$ cat config.mk
export PLATFORM = sky130hd
export DESIGN_NAME = fastcgi_record_deframer_core
export DESIGN_NICKNAME = d
export VERILOG_FILES = /design/src/rtl/core/frd_pkg.sv /design/src/rtl/core/fastcgi_record_deframer_core.sv /design/src/rtl/core/frd_out_stage.sv
export VERILOG_INCLUDE_DIRS = /design/src /design/src/rtl/core
export SDC_FILE = /design/constraint.sdc
export NUM_CORES = 2
export LEC_CHECK = 0
export ABC_CLOCK_PERIOD_IN_PS = 31700
export BUFFER_PORTS_ARGS = -buffer_cell sky130_fd_sc_hd__clkbuf_2
export CAP_MARGIN = 20
export CELL_PAD_IN_SITES_DETAIL_PLACEMENT = 1
export CELL_PAD_IN_SITES_GLOBAL_PLACEMENT = 1
export CORE_MARGIN = 2
export CORE_UTILIZATION = 41
export CTS_BUF_LIST = sky130_fd_sc_hd__clkbuf_2
export DETAILED_ROUTE_END_ITERATION = 8
export GPL_TIMING_DRIVEN = 0
export PLACE_DENSITY_LB_ADDON = 0.15
export SLEW_MARGIN = 20
export SYNTH_ARGS = -nofsm -noshare
export SYNTH_HDL_FRONTEND = slang
export SYNTH_SLANG_ARGS = --single-unit
$ cat constraint.sdc
create_clock -name i_clk -period 31.7 [get_ports i_clk]
set_clock_uncertainty 0.1 [all_clocks]
set_input_delay 6.34 -clock i_clk [delete_from_list [all_inputs] [get_ports i_clk]]
set_output_delay 6.34 -clock i_clk [all_outputs]
set_load 0.05 [all_outputs]
$ cat src/rtl/core/fastcgi_record_deframer_core_assert.svh
// Assertion macros for the FastCGI record deframer.
`ifndef FASTCGI_RECORD_DEFRAMER_CORE_ASSERT_SVH
`define FASTCGI_RECORD_DEFRAMER_CORE_ASSERT_SVH
// Check a property on every rising clock edge outside reset.
`define FRD_ASSERT(lbl, prop, msg) \
    lbl: assert property (@(posedge i_clk) disable iff (!i_rst_n) (prop)) else $error(msg);
// Check a property on every rising clock edge, reset included.
`define FRD_ASSERT_ALWAYS(lbl, prop, msg) \
    lbl: assert property (@(posedge i_clk) (prop)) else $error(msg);
`endif

$ cat src/rtl/core/frd_pkg.sv
// Package for the FastCGI record deframer: types and constants.
package frd_pkg;
    localparam logic [7:0] TYPE_STDOUT = 8'd6;
    localparam logic [7:0] TYPE_VALUES = 8'd10;
    localparam logic [3:0] HEADER_LEN  = 4'd8;

    localparam logic [2:0] PH_NAME_LEN  = 3'd0;
    localparam logic [2:0] PH_VALUE_LEN = 3'd1;
    localparam logic [2:0] PH_NAME      = 3'd2;
    localparam logic [2:0] PH_VALUE     = 3'd3;

    // One result beat, fields from the highest bit down.
    typedef struct packed {
        logic        convert_error;
        logic        pairs_malformed;
        logic        mpxs_conns;
        logic [31:0] max_reqs;
        logic [31:0] max_conns;
        logic [15:0] request_id;
        logic [7:0]  record_type;
        logic [7:0]  data_byte;
    } t_result;

    function automatic logic [7:0] name_conns_char(input logic [4:0] pos);
        logic [7:0] c;
        unique case (pos)
            5'd0: c = "F";  5'd1: c = "C";  5'd2: c = "G";  5'd3: c = "I";
            5'd4: c = "_";  5'd5: c = "M";  5'd6: c = "A";  5'd7: c = "X";
            5'd8: c = "_";  5'd9: c = "C";  5'd10: c = "O"; 5'd11: c = "N";
            5'd12: c = "N"; 5'd13: c = "S";
            default: c = 8'h00;
        endcase
        return c;
    endfunction

    function automatic logic [7:0] name_reqs_char(input logic [4:0] pos);
        logic [7:0] c;
        unique case (pos)
            5'd0: c = "F";  5'd1: c = "C";  5'd2: c = "G";  5'd3: c = "I";
            5'd4: c = "_";  5'd5: c = "M";  5'd6: c = "A";  5'd7: c = "X";
            5'd8: c = "_";  5'd9: c = "R";  5'd10: c = "E"; 5'd11: c = "Q";
            5'd12: c = "S";
            default: c = 8'h00;
        endcase
        return c;
    endfunction

    function automatic logic [7:0] name_mpxs_char(input logic [4:0] pos);
        logic [7:0] c;
        unique case (pos)
            5'd0: c = "F";  5'd1: c = "C";  5'd2: c = "G";  5'd3: c = "I";
            5'd4: c = "_";  5'd5: c = "M";  5'd6: c = "P";  5'd7: c = "X";
            5'd8: c = "S";  5'd9: c = "_";  5'd10: c = "C"; 5'd11: c = "O";
            5'd12: c = "N"; 5'd13: c = "N"; 5'd14: c = "S";
            default: c = 8'h00;
        endcase
        return c;
    endfunction
endpackage

$ cat src/rtl/core/fastcgi_record_deframer_core.sv
// FastCGI record deframer: header decode, STDOUT pass-through, values parse.
// Each result beat is registered in the output stage (or its skid buffer on a stall).
// One byte per cycle while the skid is free; one parse step before the output stage.
// A skid stage keeps input ready while one finished beat waits on the master side.
// Reset (synchronous, active low) clears parser state, flags and learned limits.
module fastcgi_record_deframer_core (
    input  logic        i_clk,
    input  logic        i_rst_n,
    input  logic        s_axis_tvalid,
    output logic        s_axis_tready,
    input  logic [7:0]  s_axis_tdata,   // in_byte[7:0]
    input  logic        s_axis_tuser,   // stream_start
    output logic        m_axis_tvalid,
    input  logic        m_axis_tready,
    // data_byte[7:0], record_type[15:8], request_id[31:16], max_conns[63:32],
    // max_reqs[95:64], mpxs_conns[96], pairs_malformed[97], convert_error[98], zero pad
    output logic [103:0] m_axis_tdata,
    output logic        m_axis_tuser    // out_kind
);
    import frd_pkg::*;

    logic [3:0]  r_hidx, n_hidx;
    logic [7:0]  r_type, n_type;
    logic [15:0] r_reqid, n_reqid;
    logic [15:0] r_cleft, n_cleft;
    logic [7:0]  r_pleft, n_pleft;
    logic [2:0]  r_phase, n_phase;
    logic [30:0] r_lacc, n_lacc;
    logic [1:0]  r_lcnt, n_lcnt;
    logic [30:0] r_nleft, n_nleft;
    logic [30:0] r_vleft, n_vleft;
    logic [4:0]  r_npos, n_npos;
    logic [2:0]  r_match, n_match;
    logic [31:0] r_dacc, n_dacc;
    logic        r_dbad, n_dbad;
    logic        r_vone, n_vone;
    logic [31:0] r_conns, n_conns;
    logic [31:0] r_reqs, n_reqs;
    logic        r_mpxs, n_mpxs;
    logic        r_stop, n_stop;
    logic        r_err, n_err;
    logic        r_endp, n_endp;

    logic        fire, emit, kind;
    logic [7:0]  b, dbyte;
    logic        len_go;
    logic [30:0] len_val;
    logic [35:0] dig_next;
    logic [31:0] nv_sum;
    t_result     res;

    assign fire = s_axis_tvalid && s_axis_tready;
    assign b    = s_axis_tdata;

    always_comb begin
        n_hidx = r_hidx;  n_type = r_type;  n_reqid = r_reqid;
        n_cleft = r_cleft; n_pleft = r_pleft; n_phase = r_phase;
        n_lacc = r_lacc;  n_lcnt = r_lcnt;  n_nleft = r_nleft;
        n_vleft = r_vleft; n_npos = r_npos; n_match = r_match;
        n_dacc = r_dacc;  n_dbad = r_dbad;  n_vone = r_vone;
        n_conns = r_conns; n_reqs = r_reqs; n_mpxs = r_mpxs;
        n_stop = r_stop;  n_err = r_err;   n_endp = r_endp;
        emit = 1'b0; kind = 1'b1; dbyte = 8'd0;
        len_go = 1'b0; len_val = '0;
        dig_next = '0; nv_sum = '0;

        if (s_axis_tuser) begin
            n_hidx = '0; n_type = '0; n_reqid = '0; n_cleft = '0; n_pleft = '0;
            n_phase = PH_NAME_LEN; n_lacc = '0; n_lcnt = '0; n_nleft = '0;
            n_vleft = '0; n_npos = '0; n_match = '0; n_dacc = '0; n_dbad = 1'b0;
            n_vone = 1'b0; n_stop = 1'b0; n_err = 1'b0; n_endp = 1'b0;
        end

        if (n_hidx < HEADER_LEN) begin
            if (n_hidx == 4'd0) begin
                if (n_endp) begin
                    emit = 1'b1; n_endp = 1'b0;
                end
                n_stop = 1'b0; n_err = 1'b0;
                n_phase = PH_NAME_LEN; n_lacc = '0; n_lcnt = '0; n_nleft = '0;
                n_vleft = '0; n_npos = '0; n_match = '0; n_dacc = '0;
                n_dbad = 1'b0; n_vone = 1'b0;
            end
            unique case (n_hidx)
                4'd1: n_type = b;
                4'd2: n_reqid[15:8] = b;
                4'd3: n_reqid[7:0] = b;
                4'd4: n_cleft[15:8] = b;
                4'd5: n_cleft[7:0] = b;
                4'd6: n_pleft = b;
                default: ;
            endcase
            n_hidx = n_hidx + 4'd1;
            if (n_hidx == HEADER_LEN && n_cleft == '0 && n_pleft == '0) begin
                n_hidx = '0; emit = 1'b1;
            end
        end else begin
            if (n_cleft != '0) begin
                n_cleft = n_cleft - 16'd1;
                if (n_type == TYPE_STDOUT) begin
                    emit = 1'b1; kind = 1'b0; dbyte = b;
                end else if (n_type == TYPE_VALUES && !n_stop) begin
                    if (n_phase <= PH_VALUE_LEN) begin
                        if (n_lcnt != '0) begin
                            n_lacc = {n_lacc[22:0], b};
                            n_lcnt = n_lcnt - 2'd1;
                            if (n_lcnt == '0) begin
                                len_go = 1'b1; len_val = n_lacc;
                            end
                        end else if (b[7]) begin
                            // the three remaining length bytes must fit in this record
                            if (n_cleft < 16'd3) n_stop = 1'b1;
                            else begin
                                n_lacc = {24'd0, b[6:0]}; n_lcnt = 2'd3;
                            end
                        end else begin
                            len_go = 1'b1; len_val = {23'd0, b};
                        end
                        if (len_go) begin
                            if (len_val == '0) n_stop = 1'b1;
                            else if (n_phase == PH_NAME_LEN) begin
                                n_nleft = len_val; n_phase = PH_VALUE_LEN;
                            end else begin
                                n_vleft = len_val;
                                nv_sum = {1'b0, n_nleft} + {1'b0, len_val};
                                if (nv_sum > {16'd0, n_cleft}) n_stop = 1'b1;
                                else begin
                                    n_match = {n_nleft == 31'd15, n_nleft == 31'd13,
                                               n_nleft == 31'd14};
                                    n_npos = '0; n_dacc = '0; n_dbad = 1'b0;
                                    n_vone = (len_val == 31'd1);
                                    n_phase = PH_NAME;
                                end
                            end
                        end
                    end else if (n_phase == PH_NAME) begin
                        if (r_npos > 5'd13 || name_conns_char(n_npos) != b) n_match[0] = 1'b0;
                        if (r_npos > 5'd12 || name_reqs_char(n_npos) != b) n_match[1] = 1'b0;
                        if (r_npos > 5'd14 || name_mpxs_char(n_npos) != b) n_match[2] = 1'b0;
                        if (n_npos < 5'd31) n_npos = n_npos + 5'd1;
                        n_nleft = n_nleft - 31'd1;
                        if (n_nleft == '0) n_phase = PH_VALUE;
                    end else if (n_phase == PH_VALUE) begin
                        if (b != 8'h31) n_vone = 1'b0;
                        if (!n_dbad) begin
                            if (b < 8'h30 || b > 8'h39) n_dbad = 1'b1;
                            else begin
                                dig_next = {1'b0, n_dacc, 3'd0} + {3'd0, n_dacc, 1'b0}
                                         + {32'd0, b[3:0]};
                                if (dig_next[35:32] != '0) n_dbad = 1'b1;
                                else n_dacc = dig_next[31:0];
                            end
                        end
                        n_vleft = n_vleft - 31'd1;
                        if (n_vleft == '0) begin
                            priority if (n_match[0]) begin
                                if (n_dbad) n_err = 1'b1; else n_conns = n_dacc;
                            end else if (n_match[1]) begin
                                if (n_dbad) n_err = 1'b1; else n_reqs = n_dacc;
                            end else if (n_match[2]) begin
                                n_mpxs = n_vone;
                            end else begin
                                // unknown name: drop the value
                            end
                            n_phase = PH_NAME_LEN; n_lacc = '0;
                        end
                    end else begin
                        n_stop = 1'b1;
                    end
                    if (!n_stop && n_cleft == '0 && n_phase == PH_VALUE_LEN) n_stop = 1'b1;
                end
            end else if (n_pleft != '0) begin
                n_pleft = n_pleft - 8'd1;
            end
            if (n_cleft == '0 && n_pleft == '0) begin
                n_hidx = '0;
                if (emit) n_endp = 1'b1;
                else emit = 1'b1;
            end
        end
    end

    // Result fields carry the state after this beat.
    always_comb begin
        res.data_byte       = dbyte;
        res.record_type     = n_type;
        res.request_id      = n_reqid;
        res.max_conns       = n_conns;
        res.max_reqs        = n_reqs;
        res.mpxs_conns      = n_mpxs;
        res.pairs_malformed = n_stop;
        res.convert_error   = n_err;
    end

    always_ff @(posedge i_clk) begin
        if (!i_rst_n) begin
            r_hidx <= '0; r_type <= '0; r_reqid <= '0; r_cleft <= '0; r_pleft <= '0;
            r_phase <= PH_NAME_LEN; r_lacc <= '0; r_lcnt <= '0; r_nleft <= '0;
            r_vleft <= '0; r_npos <= '0; r_match <= '0; r_dacc <= '0; r_dbad <= 1'b0;
            r_vone <= 1'b0; r_conns <= '0; r_reqs <= '0; r_mpxs <= 1'b0;
            r_stop <= 1'b0; r_err <= 1'b0; r_endp <= 1'b0;
        end else if (fire) begin
            r_hidx <= n_hidx; r_type <= n_type; r_reqid <= n_reqid; r_cleft <= n_cleft;
            r_pleft <= n_pleft; r_phase <= n_phase; r_lacc <= n_lacc; r_lcnt <= n_lcnt;
            r_nleft <= n_nleft; r_vleft <= n_vleft; r_npos <= n_npos; r_match <= n_match;
            r_dacc <= n_dacc; r_dbad <= n_dbad; r_vone <= n_vone; r_conns <= n_conns;
            r_reqs <= n_reqs; r_mpxs <= n_mpxs; r_stop <= n_stop; r_err <= n_err;
            r_endp <= n_endp;
        end
    end

    t_result out_res;

    frd_out_stage u_out (
        .i_clk   (i_clk),
        .i_rst_n (i_rst_n),
        .i_valid (fire && emit),
        .o_ready (s_axis_tready),
        .i_data  (res),
        .i_user  (kind),
        .o_valid (m_axis_tvalid),
        .i_ready (m_axis_tready),
        .o_data  (out_res),
        .o_user  (m_axis_tuser)
    );

    assign m_axis_tdata = {5'd0, out_res};

    `include "fastcgi_record_deframer_core_assert.svh"
    `FRD_ASSERT(a_hidx_range, r_hidx <= HEADER_LEN, "header index out of range")
    `FRD_ASSERT(a_endp_body, r_endp |-> (r_hidx == 4'd0), "pending end outside header start")
    `FRD_ASSERT(a_phase_range, r_phase <= PH_VALUE, "pair phase out of range")
endmodule

$ cat src/rtl/core/frd_out_stage.sv
// Output register with skid buffer for the deframer result beats.
module frd_out_stage (
    input  logic              i_clk,
    input  logic              i_rst_n,
    input  logic              i_valid,
    output logic              o_ready,
    input  frd_pkg::t_result  i_data,
    input  logic              i_user,
    output logic              o_valid,
    input  logic              i_ready,
    output frd_pkg::t_result  o_data,
    output logic              o_user
);
    import frd_pkg::*;

    logic    r_valid, r_skid_valid;
    t_result r_data, r_skid_data;
    logic    r_user, r_skid_user;

    assign o_ready = !r_skid_valid;
    assign o_valid = r_valid;
    assign o_data  = r_data;
    assign o_user  = r_user;

    always_ff @(posedge i_clk) begin
        if (!i_rst_n) begin
            r_valid      <= 1'b0;
            r_skid_valid <= 1'b0;
        end else begin
            if (!r_valid || i_ready) begin
                if (r_skid_valid) begin
                    r_valid      <= 1'b1;
                    r_skid_valid <= 1'b0;
                end else begin
                    r_valid <= i_valid;
                end
            end else if (i_valid && o_ready) begin
                r_skid_valid <= 1'b1;
            end
        end
    end

    always_ff @(posedge i_clk) begin
        if (!r_valid || i_ready) begin
            if (r_skid_valid) begin
                r_data <= r_skid_data;
                r_user <= r_skid_user;
            end else begin
                r_data <= i_data;
                r_user <= i_user;
            end
        end else if (i_valid && o_ready) begin
            r_skid_data <= i_data;
            r_skid_user <= i_user;
        end
    end

    `include "fastcgi_record_deframer_core_assert.svh"
    `FRD_ASSERT(a_skid_implies_full, !r_skid_valid || r_valid, "skid full with empty output")
    `FRD_ASSERT(a_skid_held, (r_skid_valid && !i_ready) |=> r_skid_valid, "skid beat lost")
    `FRD_ASSERT(a_no_drop, (o_valid && !i_ready) |=> o_valid, "output beat dropped")
endmodule
=== Word level (Yosys, flattened, before mapping) ===
Memories as Yosys holds them, arrays and structs flattened.
Cells that the tools add are included.

* Bitwise logic cells: 2
* Multiplexer cells: 297
* Add/sub/neg operators: 10
* Eq/ne operators: 20
* Reductions and logical operators: 35
* Order comparisons: 10

{| class="wikitable"
|+ Operators by type and width
! operator !! count
|-
| 31-bit 2-to-1 mux || 43
|-
| 32-bit 2-to-1 mux || 37
|-
| 8-bit 2-to-1 mux || 40
|-
| 1-bit 2-to-1 mux || 111
|-
| 99-bit 2-to-1 mux || 1
|-
| 16-bit 2-to-1 mux || 6
|-
| 31-bit by 4-bit equality test with 1-bit output, second input constant || 3
|-
| 31-bit zero test || 3
|-
| 3-bit 2-to-1 mux || 31
|-
| 5-bit 2-to-1 mux || 13
|-
| 31-bit by 1-bit subtractor with 31-bit output, second input constant || 2
|-
| 16-bit zero test || 3
|-
| 35-bit by 33-bit adder with 36-bit output || 1
|-
| 36-bit by 4-bit adder with 36-bit output || 1
|-
| 31-bit by 31-bit adder with 32-bit output || 1
|-
| 32-bit by 16-bit > comparator with 1-bit output || 1
|-
| 31-bit by 1-bit equality test with 1-bit output, second input constant || 1
|-
| 8-bit != test || 3
|-
| 2-bit 2-to-1 mux || 10
|-
| 8-bit zero test || 2
|-
| 16-bit by 2-bit less-than comparator with 1-bit output, second input constant || 1
|-
| 4-bit 2-to-1 mux || 4
|-
| 16-bit nonzero test || 1
|-
| 16-bit by 1-bit subtractor with 16-bit output, second input constant || 1
|-
| other kinds (32) || 54
|}

* ROM bits: 288
* Output and inout port bits: 107
* Register bits after elaboration: 462
* Bits of input ports: 13
* Memories: 3
* Logic and storage cells: 418

{| class="wikitable"
|+ Memories
! name !! words !! width !! read ports !! clocked after Yosys merged registers in !! wr ports !! line !! source
|-
| (no name shown) || 16 || 6 || 1 || 0 || 0 || frd_pkg.sv:26 || <nowiki>unique case (pos)</nowiki>
|-
| (no name shown) || 16 || 6 || 1 || 0 || 0 || frd_pkg.sv:38 || <nowiki>unique case (pos)</nowiki>
|-
| (no name shown) || 16 || 6 || 1 || 0 || 0 || frd_pkg.sv:50 || <nowiki>unique case (pos)</nowiki>
|}

=== Depth between registers and ports, before layout ===
* Depth after elaboration: 30
* Depth in mapped cells: 35
* Depth with buffers taken out: 26

=== Modules after synthesis ===
A second synthesis with hierarchy kept.

* Cell total of the unflattened synthesis: 3539
* Area total of the unflattened synthesis: 30037.6 µm²

{| class="wikitable"
|+ Modules (own cells, without submodules)
! module !! area each (µm²) !! cells each !! times used
|-
| fastcgi_record_deframer_core || 22728.0 || 3220 || 1
|-
| frd_out_stage || 7309.5 || 319 || 1
|}

=== Least setup slack after synthesis ===
OpenSTA, ideal clock, no wires.

* Path kind: input to register
* Start point: input s_axis_tuser
* End point: register u_out.r_skid_data[0] (netlist bit) (enable)
* Path buffers: 11
* Path slack: 12740 ps
* Data arrival time: 18158 ps
* Required time: 30898 ps
* Cell stages on the path: 23
* Cells stage by stage: buf_2 > buf_1 > buf_2 > buf_2 > buf_2 > buf_2 > buf_1 > buf_2 > buf_1 > buf_1 > nor2b_1 > inv_1 > ha_1 > nor4bb_1 > clkbuf_1 > mux2i_1 > o21ai_0 > a2111oi_0 > and4_1 > o311a_1 > nor2_1 > a21oi_1 > nor3b_1

* Word-level cells in the longest chain between the ends: 12

{| class="wikitable"
|+ RTL lines
! what !! line !! source
|-
| start, declared || fastcgi_record_deframer_core.sv:12 || <nowiki>input logic s_axis_tuser,</nowiki>
|-
| branches (longest 8 deep; another with 16-bit by 1-bit subtractor with 16-bit output) || -- ||
|-
| 1-bit 2-to-1 mux (*) || fastcgi_record_deframer_core.sv:74 || <nowiki>if (n_hidx < HEADER_LEN) begin</nowiki>
|-
| 1-bit logical AND (*) || fastcgi_record_deframer_core.sv:217 || <nowiki>.i_valid (fire && emit),</nowiki>
|-
| 1-bit logical AND (*) || frd_out_stage.sv:52 || <nowiki>end else if (i_valid && o_ready) begin</nowiki>
|-
| 2-bit AND reduction (no line) (*) || -- ||
|-
| end signal, assigned || frd_out_stage.sv:53 || <nowiki>r_skid_data <= i_data;</nowiki>
|-
| end, declared || frd_out_stage.sv:17 || <nowiki>t_result r_data, r_skid_data;</nowiki>
|}

Mark *: on every way between the ends. The select of a mux whose other input is x is not followed.
A chain may end at the register's enable or synchronous reset.

=== Worst setup path in the final report ===
* Start point: input s_axis_tuser
* End point: register r_dacc[21]

* Word-level cells in the longest chain between the ends: 21

{| class="wikitable"
|+ RTL lines
! what !! line !! source
|-
| 2-bit 2-to-1 mux || fastcgi_record_deframer_core.sv:67 || <nowiki>if (s_axis_tuser) begin</nowiki>
|-
| 2-bit by 1-bit subtractor with 2-bit output || fastcgi_record_deframer_core.sv:106 || <nowiki>n_lcnt = n_lcnt - 2'd1;</nowiki>
|-
| 2-bit zero test || fastcgi_record_deframer_core.sv:107 || <nowiki>if (n_lcnt == '0) begin</nowiki>
|-
| 31-bit 2-to-1 mux || fastcgi_record_deframer_core.sv:107 ||
|-
| 31-bit 2-to-1 mux || fastcgi_record_deframer_core.sv:104 || <nowiki>if (n_lcnt != '0) begin</nowiki>
|-
| 31-bit 2-to-1 mux || fastcgi_record_deframer_core.sv:103 || <nowiki>if (n_phase <= PH_VALUE_LEN) begin</nowiki>
|-
| 31-bit 2-to-1 mux || fastcgi_record_deframer_core.sv:102 || <nowiki>end else if (n_type == TYPE_VALUES && !n_stop) begin</nowiki>
|-
| 31-bit 2-to-1 mux || fastcgi_record_deframer_core.sv:100 || <nowiki>if (n_type == TYPE_STDOUT) begin</nowiki>
|-
| [... 5 more ...] || -- ||
|-
| 32-bit 2-to-1 mux || fastcgi_record_deframer_core.sv:121 || <nowiki>else if (n_phase == PH_NAME_LEN) begin</nowiki>
|-
| 32-bit 2-to-1 mux || fastcgi_record_deframer_core.sv:120 || <nowiki>if (len_val == '0) n_stop = 1'b1;</nowiki>
|-
| 32-bit 2-to-1 mux || fastcgi_record_deframer_core.sv:119 || <nowiki>if (len_go) begin</nowiki>
|-
| 32-bit 2-to-1 mux || fastcgi_record_deframer_core.sv:103 ||
|-
| 32-bit 2-to-1 mux || fastcgi_record_deframer_core.sv:102 ||
|-
| 32-bit 2-to-1 mux || fastcgi_record_deframer_core.sv:100 ||
|-
| 32-bit 2-to-1 mux || fastcgi_record_deframer_core.sv:98 || <nowiki>if (n_cleft != '0) begin</nowiki>
|-
| 32-bit 2-to-1 mux (*) || fastcgi_record_deframer_core.sv:74 ||
|-
| end signal, assigned || fastcgi_record_deframer_core.sv:206 || <nowiki>r_dacc <= n_dacc; r_dbad <= n_dbad; r_vone <= n_vone; r_conns <= n_conns;</nowiki>
|-
| end, declared || fastcgi_record_deframer_core.sv:34 || <nowiki>logic [31:0] r_dacc, n_dacc;</nowiki>
|}

Every way passes the cells marked *; elsewhere a longest branch is shown, timed or not. The select of a mux whose other input is x is not followed.

==> impl_metrics.tcl <==
set metrics [dict create \
    status "finished clean" \
    fmax_mhz 53.5 \
    antenna_found_initial 5 \
    io_buffers 113 \
    synth-async-reset-ratio_pct 0 \
    end_kind "flop" \
    grt_pass1_wl_um 201000 \
    cp_slowest_stage_delay_ns 0.86 \
    grt_max_degree 57 \
    vias 31799 \
    drv_slew 0 \
    dpl_worst_slack_ns 12.15 \
    synth_top_area_share_pct 19.6 \
    cts_buffers 121 \
    htree_levels 3 \
    drc 0 \
    clk_pin_slew_ns 0.11 \
    cts-resized-gates 0 \
    dieWidth_um 278 \
    num_io_pins 120 \
    grt_setup_unrepaired "no" \
    dieArea_mm2 0.0770 \
    worstSetupPathType "in -> reg" \
    place.gp.congestion 0.968 \
    grt.overflow.total 0 \
    tritoncts "yes" \
    power_density_mw_per_mm2 34.8 \
    synth_area_leaders "edfxtp_1 (20%), dfxtp_1 (17%), a21oi_1 (5.7%), nand2_1 (5.5%), ha_1 (5.5%)" \
    routed_wl_um 136000 \
    layout.nets 4102 \
    vias_per_cell 6.33 \
    grt_pass1_vias 30903 \
    final_hold_viol_count 0 \
    drv_cap 0 \
    postRouteAntennaNets 0 \
    synth_flop_cell "dfxtp_1" \
    drive_gt1_share_pct 13.0 \
    dpl.hpwl_um 101000 \
    final_cells 5026 \
    synthCells 3696 \
    ys_warn_count 0 \
    first_pass_iters 5 \
    cts_buffer_depth 3 \
    power.leakage_nw 13.7 \
    synth_area_mm2 0.0307 \
    irDropWorstVdd_mv 0.0235 \
    timing.final.crit_share_pct 59.0 \
    rows 100 \
    clkLatencyLatePin_ns 1.39 \
    cp.arrival_ns 19.76 \
    final_area_mm2 0.0338 \
    synth_top_area_cell "edfxtp_1" \
    synth-edff-count 200 \
    chipHeight_um 278 \
    hp-class "reg -> reg" \
    root_buffer "clkbuf_2" \
    holdBufCountCts 0 \
    wl_per_cell_um 27.0 \
    crit_fanout 11 \
    synth_common_cells "nand2_1 (452), a21oi_1 (349), nor2_1 (310)" \
    critPathRequiredTime_ns 32.77 \
    ys_types 90 \
    start_kind "input pin" \
    final-setup-viol-count 0 \
    cts.sinks 454 \
    fin_crit_ns 18.69 \
    tns_ns 0 \
    first_iter_violations 3491 \
    critPathSlowestCell "buf_1" \
    ys_seq_elements 454 \
    area_delta_synth_final_pct 10.2 \
    max_slew_margin_pct 12.0 \
    synthMostInstantiatedCell "nand2_1" \
    hold_depth 2 \
    grt_usage_pct 34.1 \
    reg2reg_depth 23 \
    initial_core_util_pct 41.3 \
    tightest_slew_ns 1.32 \
    postPlaceCellArea_mm2 0.0327 \
    numPlacedInstances 4798 \
    cp_common_cell "buf_2" \
    core_area_mm2 0.0743 \
    setup_ws_ns 13.01 \
    ys_seq_area_share_pct 36.1 \
    whs_ns 0.360 \
    avgSynthCellArea_um2 8.30 \
    postCtsSetupRepairBufs 0 \
]
==> through the flow <==
stage / utilization, % / power [mW]
finish: 45.5 / 1.18
global route: 45.5 / 1.22
CTS: 45.5 / 1.18
detailed placement: 43.9 / 0.749
global placement: 43.7 / 0.748
floorplan: - / 0.700
==> kinds of logic after synthesis <==
kind of cell               after synthesis  synth area share [%]
adders and majority gates              137                  5.66
buffers and inverters                  366                  4.68
xor gates and xnor gates               113                  3.23
other                                    1                0.0122
AOI/OAI and AO/OA                     1063                  21.7
and+or+nand+nor                       1383                  21.7
muxes                                  179                  6.85
DFF                                    454                  36.1
==> state kept, by name, indices dropped and copies added (netlist names), 23 cells and up <==
name               cells
u_out.o_data          99
u_out.r_skid_data     99
r_conns               32
r_dacc                32
r_reqs                32
r_nleft               31
r_vleft               31
r_lacc                23
==> routing by layer <==
layer	GRT usage, %	vias to the layer above	wire length [um]
met5	0	-	51
met3	5.83	343	12100
met2	51.7	1602	58300
met1	47.5	15649	59300
met4	14.7	6	5770
li1	-	14199	-
==> layout make-up <==
cell class                      instances  area [um2]
Inverter                               82         308
Antenna cell                            5        12.5
Clock buffer                          166         831
Buffer                                284        1130
Sequential cell                       454       11100
Fill cell                            9193       40500
Multi-Input combinational cell       2880       18200
Tap cell                              969        1210
Clock inverter                         57         294
Timing Repair Buffer                  129         701
==> layout by cell type, fill, tap and decap left out, drive strengths merged, types with 19 or more instances in the layout <==
cell type / Yosys / final
and3: 44 / 44
xnor2: 83 / 83
inv: 76 / 80
or4: 23 / 23
o21a: 21 / 21
clkbuf: 235 / 514
nand4: 47 / 47
o22ai: 42 / 42
xor2: 30 / 30
nand2: 452 / 452
ha: 134 / 134
and2: 35 / 35
nand2b: 27 / 27
dfxtp: 254 / 254
nor4: 62 / 62
a22oi: 31 / 31
nand3: 100 / 100
o21ai: 242 / 242
o221ai: 25 / 25
nor3: 120 / 120
or3: 19 / 19
nor2b: 86 / 86
clkinv: 6 / 59
o31ai: 24 / 24
buf: 49 / 65
nor2: 310 / 310
a31oi: 49 / 49
a21oi: 350 / 350
mux2i: 22 / 22
edfxtp: 200 / 200
o211ai: 38 / 38
a211oi: 40 / 40
mux2: 157 / 157
a21o: 41 / 41
==> worst max-delay path: cells and delay by family <==
kind                       cells  cell delay (ns)
and+or+nand+nor                7             1.77
AOI/OAI and AO/OA              8             2.31
buffers and inverters         16             8.35
adders and majority gates      2             0.71
xor gates and xnor gates       1             0.18
==> path summary, 6_finish.rpt <==
check,start,to,slack (ns)
worst min-delay path,r_reqs[13],r_reqs[13],0.36
worst min register to register,r_reqs[13],r_reqs[13],0.36
worst max-delay path,s_axis_tuser,r_dacc[21],13.01
worst max register to register,r_lcnt[0],r_dacc[21],23.72
==> power breakdown <==
part / leakage, nW / switching, mW / internal [mW] / total, mW
logic: 8.47 / 0.0953 / 0.0274 / 0.123
registers: 4.38 / 0.00465 / 0.613 / 0.618
clock network: 0.826 / 0.285 / 0.152 / 0.437
Note: power is estimated with default switching activity, not from simulation.
